<file path="src/sps_pkg.sv">
// Shared types and constants for the servo pulse train scheduler.
`timescale 1ns / 1ps
`default_nettype none
package sps_pkg;

  // Item kinds
  localparam logic KIND_SET   = 1'b0;
  localparam logic KIND_MATCH = 1'b1;

  // Configuration register indexes
  localparam int CFG_ADDR_W = 2;
  localparam int CFG_DATA_W = 32;
  localparam logic [CFG_ADDR_W-1:0] CFG_MIN_PULSE = 2'd0;
  localparam logic [CFG_ADDR_W-1:0] CFG_MAX_PULSE = 2'd1;
  localparam logic [CFG_ADDR_W-1:0] CFG_TICKS_US  = 2'd2;
  localparam logic [CFG_ADDR_W-1:0] CFG_FRAME     = 2'd3;

  // Register reset values
  localparam logic [15:0] MIN_PULSE_RST = 16'd1000;
  localparam logic [15:0] MAX_PULSE_RST = 16'd2000;
  localparam logic [7:0]  TICKS_US_RST  = 8'd15;
  localparam logic [31:0] FRAME_RST     = 32'd300000;

  // Timing constants, microseconds
  localparam logic [6:0]  RESET_PULSE_USEC = 7'd100;
  localparam logic [15:0] MIDPOINT_USEC    = 16'd1500;

  typedef struct packed {
    logic        kind;
    logic [3:0]  channel;
    logic [15:0] pulse_usec;
  } sps_item_t;

  typedef struct packed {
    logic [31:0] next_interval;
    logic        reset_level;
    logic        clock_low;
    logic [3:0]  phase_after;
  } sps_result_t;

endpackage
`default_nettype wire

</file>
<file path="src/sps_if.sv">
// Valid/ready channel interfaces for items and results.
`timescale 1ns / 1ps
`default_nettype none
interface sps_item_if;
  import sps_pkg::*;
  logic      valid;
  logic      ready;
  sps_item_t data;
  modport source (output valid, output data, input ready);
  modport sink (input valid, input data, output ready);
endinterface

interface sps_result_if;
  import sps_pkg::*;
  logic        valid;
  logic        ready;
  sps_result_t data;
  modport source (output valid, output data, input ready);
  modport sink (input valid, input data, output ready);
endinterface
`default_nettype wire

</file>
<file path="src/servo_pulse_train_scheduler.sv">
// Top level: pulse table memory, frame phase sequencer and result register.
//
//  Channel  | Dir | Handshake     | Payload
//  item     | in  | valid/ready   | kind, channel, pulse_usec
//  result   | out | valid/ready   | next_interval, reset_level, clock_low, phase_after
//  cfg      | in  | write enable  | cfg_addr, cfg_wdata (no read-back)
//
// A set item is clamped on transfer and written to the pulse table if its channel is in range.
// A match item passes through table read, tick multiply, then phase update and load
// of the result register.
// The next item is taken while a finished result still waits; a match item holds in its
// last step only while the result register is full. Synchronous reset restores the
// register defaults, marks every table entry as midpoint width and returns to the reset phase.
`timescale 1ns / 1ps
`default_nettype none
module servo_pulse_train_scheduler #(
  parameter int CHANNELS = 8
) (
  input  logic                                clk,
  input  logic                                rst,
  sps_item_if.sink                            item,
  sps_result_if.source                        result,
  input  logic                                cfg_we,
  input  logic [sps_pkg::CFG_ADDR_W-1:0]      cfg_addr,
  input  logic [sps_pkg::CFG_DATA_W-1:0]      cfg_wdata
);
  import sps_pkg::*;

  localparam int AW = (CHANNELS > 1) ? $clog2(CHANNELS) : 1;
  localparam logic [3:0] CH_LIMIT    = 4'(CHANNELS);
  localparam logic [3:0] PHASE_PAUSE = 4'(CHANNELS + 1);

  localparam logic [1:0] ST_IDLE = 2'd0;
  localparam logic [1:0] ST_READ = 2'd1;
  localparam logic [1:0] ST_CALC = 2'd2;

  logic [1:0]  state;
  logic [15:0] min_pulse;
  logic [15:0] max_pulse;
  logic [7:0]  ticks_us;
  logic [31:0] frame_ticks;

  logic [3:0]  phase;
  logic [31:0] pause_left;

  logic [15:0]         pulse_mem [CHANNELS];
  logic [CHANNELS-1:0] entry_valid;
  logic [15:0]         rd_data;
  logic                rd_hit;

  logic [23:0] pulse_ticks;
  logic [14:0] reset_ticks;

  logic        out_valid;
  sps_result_t out_data;

  logic        take;
  logic        take_set;
  logic        take_match;
  logic        set_ok;
  logic [15:0] us_lo;
  logic [15:0] us_clamp;
  logic [3:0]  slot;
  logic [AW-1:0] rd_addr;
  logic [15:0] width_us;
  logic        commit;

  logic [31:0] interval_next;
  logic [31:0] pause_next;
  logic [3:0]  phase_next;
  logic        rst_level_next;
  logic        clk_low_next;

  assign item.ready    = (state == ST_IDLE);
  assign take          = item.valid && item.ready;
  assign take_set      = take && (item.data.kind == KIND_SET);
  assign take_match    = take && (item.data.kind == KIND_MATCH);
  assign set_ok        = (item.data.channel < CH_LIMIT);

  // Raise to min first, then lower to max
  assign us_lo    = (item.data.pulse_usec < min_pulse) ? min_pulse : item.data.pulse_usec;
  assign us_clamp = (us_lo > max_pulse) ? max_pulse : us_lo;

  assign slot    = phase - 4'd1;
  assign rd_addr = ((phase == 4'd0) || (slot >= CH_LIMIT)) ? '0 : slot[AW-1:0];

  assign width_us = rd_hit ? rd_data : MIDPOINT_USEC;
  assign commit   = (state == ST_CALC) && (!out_valid || result.ready);

  assign result.valid = out_valid;
  assign result.data  = out_data;

  // Configuration registers
  always_ff @(posedge clk) begin
    if (rst) begin
      min_pulse   <= MIN_PULSE_RST;
      max_pulse   <= MAX_PULSE_RST;
      ticks_us    <= TICKS_US_RST;
      frame_ticks <= FRAME_RST;
    end else if (cfg_we) begin
      case (cfg_addr)
        CFG_MIN_PULSE: min_pulse   <= cfg_wdata[15:0];
        CFG_MAX_PULSE: max_pulse   <= cfg_wdata[15:0];
        CFG_TICKS_US:  ticks_us    <= cfg_wdata[7:0];
        CFG_FRAME:     frame_ticks <= cfg_wdata[31:0];
        default: ;
      endcase
    end
  end

  // Pulse table memory: one write port, one registered read port
  always_ff @(posedge clk) begin
    if (take_set && set_ok) begin
      pulse_mem[item.data.channel[AW-1:0]] <= us_clamp;
    end
    if (take_match) begin
      rd_data <= pulse_mem[rd_addr];
    end
  end

  // Unwritten entries read as the midpoint width
  always_ff @(posedge clk) begin
    if (rst) begin
      entry_valid <= '0;
      rd_hit      <= 1'b0;
    end else begin
      if (take_set && set_ok) begin
        entry_valid[item.data.channel[AW-1:0]] <= 1'b1;
      end
      if (take_match) begin
        rd_hit <= entry_valid[rd_addr];
      end
    end
  end

  // Tick conversion
  always_ff @(posedge clk) begin
    if (state == ST_READ) begin
      pulse_ticks <= width_us * ticks_us;
      reset_ticks <= RESET_PULSE_USEC * ticks_us;
    end
  end

  always_comb begin
    interval_next  = '0;
    pause_next     = pause_left;
    phase_next     = phase;
    rst_level_next = 1'b0;
    clk_low_next   = 1'b0;
    if (phase == 4'd0) begin
      interval_next  = 32'(reset_ticks);
      pause_next     = frame_ticks;
      rst_level_next = 1'b1;
      phase_next     = 4'd1;
    end else if (phase == 4'd1) begin
      // first channel shares its time with the reset pulse
      interval_next = (pulse_ticks > 24'(reset_ticks)) ?
                      32'(pulse_ticks - 24'(reset_ticks)) : '0;
      pause_next    = (pause_left > 32'(pulse_ticks)) ? pause_left - 32'(pulse_ticks) : '0;
      clk_low_next  = 1'b1;
      phase_next    = 4'd2;
    end else if (phase >= PHASE_PAUSE) begin
      interval_next = pause_left;
      phase_next    = 4'd0;
    end else begin
      interval_next = 32'(pulse_ticks);
      pause_next    = (pause_left > 32'(pulse_ticks)) ? pause_left - 32'(pulse_ticks) : '0;
      clk_low_next  = 1'b1;
      phase_next    = phase + 4'd1;
    end
  end

  // Sequencer and frame state
  always_ff @(posedge clk) begin
    if (rst) begin
      state      <= ST_IDLE;
      phase      <= 4'd0;
      pause_left <= FRAME_RST;
      out_valid  <= 1'b0;
    end else begin
      case (state)
        ST_IDLE: if (take_match) state <= ST_READ;
        ST_READ: state <= ST_CALC;
        ST_CALC: if (commit) state <= ST_IDLE;
        default: state <= ST_IDLE;
      endcase
      if (commit) begin
        phase      <= phase_next;
        pause_left <= pause_next;
        out_valid  <= 1'b1;
      end else if (result.ready) begin
        out_valid <= 1'b0;
      end
    end
  end

  always_ff @(posedge clk) begin
    if (commit) begin
      out_data.next_interval <= interval_next;
      out_data.reset_level   <= rst_level_next;
      out_data.clock_low     <= clk_low_next;
      out_data.phase_after   <= phase_next;
    end
  end

endmodule
`default_nettype wire

</file>
<file path="src/flat_wrapper.sv">
// flat-port wrapper written by rule: the top's interface ports become plain ports
module servo_pulse_train_scheduler_flat import sps_pkg::*;
#(
  parameter int CHANNELS = 8
)
  (clk, rst, cfg_we, cfg_addr, cfg_wdata, item_valid, item_data, item_ready, result_valid, result_data, result_ready);
  sps_item_if item_i ();
  sps_result_if result_i ();
  input  logic clk;
  input  logic rst;
  input  logic cfg_we;
  input  logic [sps_pkg::CFG_ADDR_W-1:0] cfg_addr;
  input  logic [sps_pkg::CFG_DATA_W-1:0] cfg_wdata;
  input wire logic [$bits(item_i.valid)-1:0] item_valid;
  input wire logic [$bits(item_i.data)-1:0] item_data;
  output wire logic [$bits(item_i.ready)-1:0] item_ready;
  output wire logic [$bits(result_i.valid)-1:0] result_valid;
  output wire logic [$bits(result_i.data)-1:0] result_data;
  input wire logic [$bits(result_i.ready)-1:0] result_ready;
  assign item_i.valid = item_valid;
  assign item_i.data = item_data;
  assign item_ready = item_i.ready;
  assign result_valid = result_i.valid;
  assign result_data = result_i.data;
  assign result_i.ready = result_ready;
  servo_pulse_train_scheduler #(.CHANNELS(CHANNELS)) u_core (.clk(clk), .rst(rst), .item(item_i), .result(result_i), .cfg_we(cfg_we), .cfg_addr(cfg_addr), .cfg_wdata(cfg_wdata));
endmodule
</file>
<file path="config.mk">
export PLATFORM = sky130hd
export DESIGN_NAME = servo_pulse_train_scheduler_flat
export DESIGN_NICKNAME = d
export VERILOG_FILES = /design/src/sps_pkg.sv /design/src/sps_if.sv /design/src/servo_pulse_train_scheduler.sv /design/src/flat_wrapper.sv
export SDC_FILE = /design/constraint.sdc
export NUM_CORES = 1
export LEC_CHECK = 0
export BUFFER_PORTS_ARGS = -buffer_cell sky130_fd_sc_hd__buf_4
export CELL_PAD_IN_SITES_DETAIL_PLACEMENT = 1
export CELL_PAD_IN_SITES_GLOBAL_PLACEMENT = 1
export CORE_ASPECT_RATIO = 0.7
export CORE_UTILIZATION = 50
export CTS_BUF_LIST = sky130_fd_sc_hd__clkbuf_4 sky130_fd_sc_hd__clkbuf_8 sky130_fd_sc_hd__clkbuf_16
export DETAILED_ROUTE_END_ITERATION = 8
export PLACE_DENSITY_LB_ADDON = 0.1
export SYNTH_ARGS = -nofsm -noshare
export SYNTH_HDL_FRONTEND = slang
export SYNTH_SLANG_ARGS = --single-unit
export TNS_END_PERCENT = 10
</file>
<file path="constraint.sdc">
create_clock -name clk -period 7 [get_ports clk]
set_input_delay 0.35 -clock clk [delete_from_list [all_inputs] [get_ports clk]]
set_output_delay 0.35 -clock clk [all_outputs]
set_load 0.05 [all_outputs]
</file>
# Yosys cells after proc, flatten, opt, wreduce, memory -nomap -nowiden
# Memories as Yosys holds them, arrays and structs flattened. A register that Yosys moved wholly into a read port is not among the register bits.
# Index checks and enable logic that the tools add are counted.
[word_totals] mem_count=1 out_inout_bits=40 word_cells=94 ff_bits=195 input_bits=60 mem_bits_rw=128
[op_classes] bitwise=2 reduce_logical=19 mul=2 n_eq_ne=9 muxes=29 n_lt_le_gt_ge=10 n_addsub=4
[memory_table] memory="u_core.pulse_mem" depth=8 word_bits=16 rd=1 rd_ports_with_merged_regs=1 write_ports=1 line_no="servo_pulse_train_scheduler.sv:46" rtl="logic [15:0] pulse_mem [CHANNELS];"
[op_table] op="32-bit 2-to-1 mux" count=7
[op_table] op="16-bit 2-to-1 mux" count=3
[op_table] op="32-bit by 24-bit > comparator with 1-bit output" count=1
[op_table] op="32-bit by 24-bit subtractor with 32-bit output" count=1
[op_table] op="24-bit by 15-bit subtractor with 25-bit output" count=1
[op_table] op="24-bit by 15-bit > comparator with 1-bit output" count=1
[op_table] op="16-bit by 8-bit multiplier with 24-bit output" count=1
[op_table] op="16-bit > comparator" count=1
[op_table] op="16-bit < comparator" count=1
[op_table] op="15-bit 2-to-1 mux" count=1
[op_table] op="5-bit by 8-bit multiplier with 13-bit output (first input constant)" count=1
[op_table] op="4-bit 2-to-1 mux" count=3
[op_table] op="2-bit AND reduction" count=6
[op_table] op="1-bit 2-to-1 mux" count=9
[op_table] op="4-bit >= comparator (second input constant)" count=2
[op_table] op="3-bit by 4-bit < comparator with 1-bit output (second input constant)" count=2
[op_table] op="8-bit OR" count=1
[op_table] op="2-bit == test (second input constant)" count=3
[op_table] op="1-bit logical AND" count=6
[op_table] op="2-bit one-hot mux with 3 select lines" count=1
[op_table] op="4-bit by 1-bit adder with 4-bit output (second input constant)" count=1
[op_table] op="2-bit by 1-bit == test with 1-bit output (second input constant)" count=2
[op_table] op="4-bit by 1-bit == test with 1-bit output (second input constant)" count=1
[op_table] op="2-bit logical NOT" count=2
[op_table] op="other kinds (15)" count=17

# Logic depth before layout (Yosys ltp)
# Gate-level depths: netlist (run 1).
[depth] word_depth=6 ltp_mapped=22 mapped_depth_nobuf=20

# Least setup slack after synthesis (run 1)
# No wires, ideal clock.
[synth_path] path_kind="register to register" startpoint="register u_core.rd_hit" endpoint="register u_core.pulse_ticks[22] (data pin)" required_ns=6.737 setup_slack_ns=1.545 t_arrival_ns=5.192 path_stages_with_launch=21 n_path_buf=2 synth_period_minus_slack_ns=5.455 setup_ns=0.263 path_cell_list="dfxtp_1 -> clkbuf_1 -> clkbuf_1 -> nand2b_1 -> and2_1 -> fa_1 -> fa_1 -> fa_1 -> inv_1 -> fa_1 -> inv_1 -> ha_1 -> a21o_1 -> a2111oi_0 -> a21boi_1 -> o21ai_0 -> a31oi_1 -> nor2b_1 -> o21a_1 -> o41ai_2 -> xnor2_1"
[synth_between] elab_chain_len=2
[synth_lines] item="start: declaration" line_no="servo_pulse_train_scheduler.sv:49" rtl="logic rd_hit;"
[synth_lines] item="start signal: assignment" line_no="servo_pulse_train_scheduler.sv:131" rtl="rd_hit <= entry_valid[rd_addr];"
[synth_lines] item="16-bit 2-to-1 mux" line_no="servo_pulse_train_scheduler.sv:87" rtl="assign width_us = rd_hit ? rd_data : MIDPOINT_USEC;"
[synth_lines] item="16-bit by 8-bit multiplier with 24-bit output" line_no="servo_pulse_train_scheduler.sv:139" rtl="pulse_ticks <= width_us * ticks_us;"
[synth_lines] item="end signal: assignment" line_no="servo_pulse_train_scheduler.sv:139"
[synth_lines] item="end: declaration" line_no="servo_pulse_train_scheduler.sv:51" rtl="logic [23:0] pulse_ticks;"
# Every way passes these cells.
# A chain may end at the register's enable or synchronous reset.

# Worst setup path in the final report (run 1)
# Same ends and word-level chain as after synthesis.

==> metrics.md, run 1 <==
| Metric | Value |
|---|---|
| Outcome | complete, but fails checks |
| Failing checks | DRC |
| Max Buffers Root-to-Sink | 3 |
| Tot GR Track Use | 0.302 |
| Fin. Hold Viols | 0 |
| Syn Std Cell Area | 0.0210 mm^2 |
| Post-Synthesis Net Count | 2341 |
| Layout cells sized above 1 | 0.136 |
| TritonCTS clock tree | built |
| Syn-to-layout area delta | 12.4% |
| Worst-Skew Late Latency | 0.55 ns |
| CTS HTree Levels | 2 |
| Initial antenna violation count | 1 |
| Setup Fix Bufs, Post-CTS | 0 |
| DRT Wirelength | 64400 um |
| Dpl hpwl | 46700 um |
| IO Pins | 100 |
| Count of final max-slew check failures | 0 |
| Hold slack | 0.0278 ns |
| Worst-margin pin slew | 1.22 ns |
| Total negative slack | 0 ns |
| Post-Synthesis Cells | 2048 |
| Die area | 0.0429 mm^2 |
| Setup crit start kind | flip-flop |
| Cell Count, Final, Fillers Out | 2694 |
| Predominant post-synthesis flop cell | edfxtp_1 |
| Pleak | 9.76 nW |
| Async set-or-reset flop fraction in the synthesized netlist | 0 |
| Number of flops mapped to enable cells by yosys | 219 |
| Max cap viols | 0 |
| Detailed Route Iter0 Violations | 1295 |
| DR pass1 iterations | 7 |
| IO Port Bufs | 99 |
| Drt wl/cell | 23.9 um |
| Power Density | 253 mW/mm^2 |
| Reg clk slew, reported paths | 0.07 ns |
| Synth top area cells | edfxtp_1 (31%), dfxtp_1 (11%), ha_1 (8.6%), fa_1 (8.5%), nand2_1 (3.7%) |
| Placed standard-cell area | 0.0224 mm^2 |
| Post-Layout Inst Area | 0.0237 mm^2 |
| Post-Place Cells | 2628 |
| GP Congestion | 0.928 |
| DRC Markers | 4 |
| Cell variety after synth | 83 |
| Initial Utilization | 0.510 |
| Crit Path Max Fanout | 38 |
| Vias in the first global route | 16596 |
| Leading area contributor after synthesis | edfxtp_1 |
| Cts bufs inserted | 36 |
| Mux cell area share after synthesis | 0.0497 |
| Root buffer cell | clkbuf_16 |
| Post-Synth Adder-Cell Area | 0.170 |
| RSZ-0062 raised after global routing | false |
| First-pass GRT wire length | 99000 um |
| Largest family of logic cells by synthesized area | adder cells |
| Compound-Gate Fraction of Synth Area | 0.133 |
| Post-Synth XOR/XNOR Area | 0.0266 |
| Minimum clock period | 6.04 ns |
| Arr. time, crit path | 6.31 ns |
| Detail Route Antenna Nets | 0 |
| Rows | 62 |
| Seq/Total Area, Yosys | 0.427 |
| Die Y | 174 um |
| Post-layout power | 5.98 mW |
| Gr ovfl total | 0 |
| Via-to-Cell Ratio | 6.02 |
| Area of the core | 0.0413 mm^2 |
| Share of the synthesized area in the top cell type | 0.312 |
| # setup viols final | 0 |
| Nets | 2415 |
| Worst Path Required | 7.27 ns |
| Routed vias | 16209 |
| Final cycle utilization of the critical path | 0.863 |
| # hold bufs at CTS | 0 |
| Hold WC Path Type | input pin to flip-flop |
| Type of the worst setup path | flip-flop to flip-flop |
| Largest net degree at the start of global routing | 87 |
| Worst Clk Skew | 0.0358 ns |
| Seq cells post-synth | 339 |
| Antenna diodes | 0 |
| YS warnings | 0 |
| Peak VDD IR | 272 uV |
| Rel. slew slack | 0.184 |
| Fmax | 0.165 GHz |
| # resized after CTS | 0 |
| CP endpoint kind | flip-flop |
| CTS Sinks | 339 |
| Post-synthesis simple-gate area fraction | 0.138 |
| Synthesized area per cell | 10.3 um^2 |
| Die width | 247 um |
[registers in the layout (all words and copies together), names as in the netlist]
name,cells
u_core.phase,4
u_core.pause_left,32
u_core.result.valid,1
u_core.max_pulse,16
u_core.entry_valid,8
u_core.pulse_mem,128
u_core.result.data,38
u_core.rd_hit,1
u_core.rd_data,16
u_core.ticks_us,8
u_core.min_pulse,16
u_core.reset_ticks,13
u_core.frame_ticks,32
u_core.pulse_ticks,24
u_core.state,2
[final timing paths]
path | startpoint | to | slack, ns | depth (start not counted)
hold reg to reg | u_core.frame_ticks[29] | u_core.frame_ticks[29] | 0.47 | 2
setup / recovery | u_core.rd_hit | u_core.pulse_ticks[22] | 0.96 | 18
setup reg to reg | u_core.rd_hit | u_core.pulse_ticks[22] | 0.96 | 18
hold / removal | cfg_wdata[18] | u_core.frame_ticks[18] | 0.03 | 3
[where the power goes]
part | internal (mW) | switching [mW] | total (mW)
Combinational | 0.629 | 0.920 | 1.55
Clock | 1.25 | 0.859 | 2.11
Sequential | 2.25 | 0.0686 | 2.32
[final cells by class]
class	count	area, um^2
clock buffer	47	1000
inverter	202	758
fill	4467	17600
tap	544	681
multi-input combinational	1413	11000
clock inverter	19	303
timing repair buffer	130	976
sequential	339	8980
[layout by cell type (no fill, tap or decap), drive strengths merged, types with 18 or more instances in the layout]
cell,count
buf,130
nor3,36
mux2,47
xor2,19
nand2,208
nor2,124
o21ai,94
dfxtp,120
and3,53
fa,89
clkbuf,47
a221oi,23
nand2b,24
ha,144
a21o,26
edfxtp,219
o221ai,20
xnor2,45
inv,202
a21oi,148
and2,56
nand3,48
o22ai,18
[cells in the mapped netlist (all sizes together) (4+ instances only)]
cell type  number
mux2i          10
a41oi           4
xnor2          45
o221ai         20
nor3b           4
xor2           19
a22oi           7
o21a            8
fa             89
a21o           26
buf            17
nor2          124
nand2         208
o21bai          7
a21oi         148
or2             6
o22ai          18
inv           201
and3           53
edfxtp        219
clkbuf         77
a31oi          14
nand3          48
and2           56
o211ai         12
a21boi          6
o21ai          94
a221oi         23
or3             5
nor4            4
a211oi          8
dfxtp         120
nor3           36
nand2b         24
nand4          14
mux4           17
ha            144
nor2b          17
mux2           47
[per-stage QoR]
| stage | setup slack (ns) | utilization |
|---|---|---|
| detailed placement | 1.00 | 0.542 |
| CTS | 0.952 | 0.573 |
| global route | 0.457 | 0.573 |
| floorplan | 1.55 | - |
| global placement | 1.23 | 0.542 |
| finish | 0.957 | 0.573 |
[worst max-delay path: stages, from the launching register on]
cell and delay [ns]:
dfxtp_2 0.73, nand2b_1 0.34, and2_1 0.27, fa_1 0.51, fa_1 0.53, fa_1 0.55
inv_1 0.05, fa_1 0.52, inv_1 0.05, ha_1 0.34, a21o_1 0.18, a2111oi_0 0.36
a21boi_1 0.27, o21ai_0 0.13, a31oi_1 0.26, nor2b_1 0.08, o21a_1 0.19, o41ai_2 0.25
xnor2_1 0.12
[routing by layer]
metal	GRT usage	up-vias	wire, um
met3	0.0512	99	4170
met2	0.449	507	28100
li1	-	7380	-
met4	0.0818	2	1730
met5	0	-	12
met1	0.454	8221	30400
[cell families after synthesis]
family,count (synthesis)
and+or+nand+nor,609
AOI/OAI and AO/OA,433
DFF,339
buffers and inverters,296
adders and majority gates,233
muxes,74
xor gates and xnor gates,64
Power figures use the tool's default switching activity.
==> inputs of run 2 (changes only) <==
- CORE_UTILIZATION: 50 -> 45
==> metrics.md, run 2 (same netlist as run 1, synthesis figures left out) <==
| Metric | Value |
|---|---|
| Outcome | complete, but fails checks |
| Failing checks | DRC |
| Worst r2r src | u_core.rd_hit |
| DRC Markers | 6 |
| Area of the core | 0.0456 mm^2 |
| Fmax | 0.167 GHz |
| Via-to-Cell Ratio | 5.81 |
| CTS Sinks | 339 |
| Total negative slack | 0 ns |
| # setup viols final | 0 |
| TritonCTS clock tree | built |
| Worst-margin pin slew | 1.20 ns |
| Pleak | 9.72 nW |
| Flop pwr share | 0.397 |
| Worst Path Required | 7.28 ns |
| Worst R2R Setup Slack | 1.01 ns |
| Placed standard-cell area | 0.0224 mm^2 |
| Setup ws final | 1.01 ns |
| Hold path startpoint | cfg_wdata[18] |
| DRT Wirelength | 63200 um |
| Root buffer cell | clkbuf_16 |
| Most frequent cells in the layout | edfxtp_1 (219), nand2_1 (208), inv_1 (199) |
| Die area | 0.0477 mm^2 |
| Detailed Route Iter0 Violations | 1073 |
| Cell Count, Final, Fillers Out | 2754 |
| Peak VDD IR | 183 uV |
| Syn-to-layout area delta | 12.4% |
| Power Density | 248 mW/mm^2 |
| Final core occ | 0.519 |
| Rel. slew slack | 0.200 |
| Dpl hpwl | 46500 um |
| Pre-CTS WS | 1.02 ns |
| Final cycle utilization of the critical path | 0.856 |
| Sw Share | 0.315 |
| Post-Layout Inst Area | 0.0237 mm^2 |
| Setup crit start kind | flip-flop |
| GP Congestion | 0.915 |
| Setup Fix Bufs, Post-CTS | 0 |
| Filler Cells Inserted | 4977 |
| Nets | 2416 |
| Initial antenna violation count | 0 |
| Die Y | 183 um |
| # hold bufs at CTS | 0 |
| Gr ovfl total | 0 |
| Cts bufs inserted | 37 |
| Drt wl/cell | 22.9 um |
| DR pass1 iterations | 7 |
| Largest net degree at the start of global routing | 88 |
| Hold path cells | 3 |
| Max Buffers Root-to-Sink | 3 |
| Internal Dissipation | 4.01 mW |
| Commonest non-fill, non-tap cell in the layout | edfxtp_1 |
| Antenna diodes | 0 |
| # resized after CTS | 0 |
| Hold endpoint | u_core.frame_ticks[18] |
| Vias in the first global route | 16288 |
| RSZ-0062 raised after global routing | false |
| First-pass GRT wire length | 97600 um |
| CTS HTree Levels | 2 |
| Initial Utilization | 0.461 |
| Clk network pwr share | 0.340 |
| Type of the worst setup path | flip-flop to flip-flop |
| Hold WC Path Type | input pin to flip-flop |
| Crit Path Max Fanout | 44 |
| IO Pins | 100 |
| Count of final max-slew check failures | 0 |
| Worst-Skew Late Latency | 0.56 ns |
| Critical R2R Capture | u_core.pulse_ticks[22] |
| Tot GR Track Use | 0.268 |
| Detail Route Antenna Nets | 0 |
| Post-layout power | 5.86 mW |
| Comb power frac | 0.263 |
| Arr. time, crit path | 6.27 ns |
| Layout cells sized above 1 | 0.134 |
| Routed vias | 16013 |
| Fin. Hold Viols | 0 |
| Minimum clock period | 5.99 ns |
| Post-Place Cells | 2687 |
| Max reg flops | 128 |
| Worst R2R Path Depth | 18 |
| CP endpoint kind | flip-flop |
| Rows | 65 |
| NetSw | 1.85 mW |
| Max cap viols | 0 |
| Worst Clk Skew | 0.0230 ns |
| Die width | 261 um |
| Reg clk slew, reported paths | 0.06 ns |
| Hold slack | 0.0303 ns |
| IO Port Bufs | 99 |
==> run 2: power groups by stage <==
stage | sequential, mW | clock, mW | combinational, mW
finish | 2.32 | 1.99 | 1.54
CTS | 2.32 | 2.02 | 1.55
floorplan | 2.33 | 0 | 1.12
global route | 2.33 | 2.10 | 1.73
detailed placement | 2.37 | 0 | 1.53
global placement | 2.36 | 0 | 1.47
==> run 2: worst max-delay path, stage by stage, from the launching register on <==
cell       delay [ns]
dfxtp_2          0.77
nand2b_1         0.33
and2_1           0.27
fa_1             0.50
fa_1             0.52
fa_1             0.54
inv_1            0.06
fa_1             0.53
inv_1            0.04
ha_1             0.34
a21o_1           0.19
a2111oi_0        0.37
a21boi_1         0.27
o21ai_0          0.12
a31oi_1          0.26
nor2b_1          0.08
o21a_1           0.20
o41ai_2          0.24
xnor2_1          0.10
==> run 2: worst max path at each step <==
stage / startpoint / end / cells past startpoint
finish: u_core.rd_hit / u_core.pulse_ticks[22] / 18
global route: u_core.rd_hit / u_core.pulse_ticks[22] / 18
CTS: u_core.rd_hit / u_core.pulse_ticks[22] / 18
detailed placement: u_core.rd_hit / u_core.pulse_ticks[22] / 18
global placement: u_core.rd_hit / u_core.pulse_ticks[22] / 18
floorplan: u_core.rd_hit / u_core.pulse_ticks[22] / 20
==> run 2: layout make-up <==
| cell class | count | area [um^2] | area share |
|---|---|---|---|
| clock buffer | 49 | 1030 | 0.0435 |
| timing repair buffer | 130 | 976 | 0.0413 |
| sequential | 339 | 8980 | 0.380 |
| tap | 603 | 754 | 0.0319 |
| multi-input combinational | 1413 | 11000 | 0.464 |
| inverter | 202 | 758 | 0.0320 |
| clock inverter | 18 | 193 | 0.00814 |
==> run 2: per-layer routing <==
metal / global-route usage / vias to the layer above / share of wire
met4: 0.0618 / 0 / 0.021
met3: 0.0428 / 74 / 0.062
met5: 0 / - / 0
met2: 0.393 / 457 / 0.42
met1: 0.412 / 8097 / 0.50
li1: - / 7385 / -
==> inputs of run 3 (changes only) <==
- CAP_MARGIN: unset -> 10
- clock period: 7 -> 6.63 ns (I/O delays scaled with it)
==> metrics.md, run 3 (same netlist as run 1, synthesis figures left out) <==
| Metric | Value |
|---|---|
| Largest net degree at the start of global routing | 60 |
| Worst Path Required | 6.91 ns |
| Arr. time, crit path | 6.19 ns |
| Filler Cells Inserted | 4963 |
| Worst Clk Skew | 0.0182 ns |
| Type of the worst setup path | flip-flop to flip-flop |
| Post-Layout Inst Area | 0.0237 mm^2 |
| Detail Route Antenna Nets | 0 |
| Peak VDD IR | 272 uV |
| Pleak | 9.77 nW |
| Total negative slack | 0 ns |
| Die width | 261 um |
| Worst-margin pin slew | 1.19 ns |
| Max Buffers Root-to-Sink | 3 |
| Count of final max-slew check failures | 0 |
| GP Congestion | 0.911 |
| Root buffer cell | clkbuf_16 |
| Max reg flops | 128 |
| Initial antenna violation count | 0 |
| # resized after CTS | 0 |
| First-pass GRT wire length | 96300 um |
| Crit Path Max Fanout | 33 |
| Comb power frac | 0.262 |
| Drt wl/cell | 22.7 um |
| Flop pwr share | 0.392 |
| Tot GR Track Use | 0.265 |
| Post-Place Cells | 2688 |
| Rel. slew slack | 0.202 |
| Max cap viols | 0 |
| Area of the core | 0.0456 mm^2 |
| TritonCTS clock tree | built |
| Multi-input gate area | 0.0110 mm^2 |
| Setup Fix Bufs, Post-CTS | 0 |
| Setup crit start kind | flip-flop |
| Outcome | complete, but fails checks |
| Internal Dissipation | 4.29 mW |
| Dpl hpwl | 46000 um |
| Most frequent cells in the layout | edfxtp_1 (219), nand2_1 (208), inv_1 (199) |
| Routed vias | 15844 |
| Cell Count, Final, Fillers Out | 2758 |
| Fmax | 0.169 GHz |
| Power Density | 263 mW/mm^2 |
| IO Pins | 100 |
| Initial Utilization | 0.461 |
| Minimum clock period | 5.90 ns |
| Failing checks | DRC |
| Die area | 0.0477 mm^2 |
| DR pass1 iterations | 7 |
| # hold bufs at CTS | 0 |
| Post-layout power | 6.24 mW |
| Vias in the first global route | 16015 |
| DRT Wirelength | 62500 um |
| Commonest non-fill, non-tap cell in the layout | edfxtp_1 |
| Cts bufs inserted | 37 |
| Hold WC Path Type | input pin to flip-flop |
| Die Y | 183 um |
| Sw Share | 0.312 |
| Rows | 65 |
| Reg clk slew, reported paths | 0.06 ns |
| Clk network pwr share | 0.346 |
| Gr ovfl total | 0 |
| CTS Sinks | 339 |
| Via-to-Cell Ratio | 5.74 |
| CP endpoint kind | flip-flop |
| Final cycle utilization of the critical path | 0.890 |
| RSZ-0062 raised after global routing | false |
| Detailed Route Iter0 Violations | 1264 |
| NetSw | 1.94 mW |
| DRC Markers | 10 |
| Worst-Skew Late Latency | 0.55 ns |
| Nets | 2418 |
| Fin. Hold Viols | 0 |
| Placed standard-cell area | 0.0224 mm^2 |
| # setup viols final | 0 |
| IO Port Bufs | 99 |
| Layout cells sized above 1 | 0.137 |
| CTS HTree Levels | 2 |
| Register area | 0.00898 mm^2 |
| Syn-to-layout area delta | 12.8% |
-- run 3: changes by cell type in the layout (fill, tap and decap cells not counted) --
cell	before	now
clkbuf_8	2	4
clkinv_2	3	7
bufinv_16	2	3
buf_16	0	1
clkbuf_4	10	8
clkinv_1	9	4
inv_4	0	1
buf_4	130	131
diode_2	0	1
-- run 3: layout make-up --
cell class / instances / area share
Clock buffer: 49 / 0.0438
Inverter: 202 / 0.0319
Multi-Input combinational cell: 1413 / 0.462
Timing Repair Buffer: 132 / 0.0426
Tap cell: 603 / 0.0318
Antenna cell: 1 / 0.000105
Sequential cell: 339 / 0.378
Clock inverter: 19 / 0.00970
-- run 3: power groups by stage --
stage | sequential [mW] | clock, mW | combinational [mW]
2_1_floorplan | 2.46 | 0 | 1.19
3_3_place_gp | 2.49 | 0 | 1.60
3_5_place_dp | 2.49 | 0 | 1.63
4_1_cts | 2.44 | 2.20 | 1.64
5_1_grt | 2.45 | 2.28 | 1.83
6_report | 2.45 | 2.16 | 1.63
-- run 3: path summary, 6_finish.rpt --
check | start | end | slack [ns] | cells past startpoint
setup / recovery | u_core.rd_hit | u_core.pulse_ticks[22] | 0.73 | 18
hold / removal | cfg_wdata[18] | u_core.frame_ticks[18] | 0.02 | 3
hold reg to reg | u_core.frame_ticks[1] | u_core.frame_ticks[1] | 0.46 | 2
setup reg to reg | u_core.rd_hit | u_core.pulse_ticks[22] | 0.73 | 18
-- run 3: worst max-delay path, cell delays in order, from the launching register on --
cell and delay, ns:
dfxtp_2 0.69, nand2b_1 0.30, and2_1 0.26, fa_1 0.50, fa_1 0.52, fa_1 0.55, inv_1 0.06, fa_1 0.53
inv_1 0.04, ha_1 0.35, a21o_1 0.19, a2111oi_0 0.40, a21boi_1 0.24, o21ai_0 0.12, a31oi_1 0.26, nor2b_1 0.08
o21a_1 0.19, o41ai_2 0.24, xnor2_1 0.10
-- run 3: stage by stage --
step,util,hold slack (ns),worst slack [ns]
after global placement,0.492,0.445,0.889
after floorplan,-,0.431,1.18
after CTS,0.520,0.000133,0.718
after detailed placement,0.492,0.456,0.753
final,0.520,0.0183,0.728
after global routing,0.520,0.00377,0.392
-- run 3: metal layers --
layer / routed length (um) / share of wire / GRT usage
met1: 30700 / 0.49 / 0.403
met2: 26800 / 0.43 / 0.394
met3: 4060 / 0.065 / 0.0481
met4: 939 / 0.015 / 0.0484
met5: 0 / 0 / 0
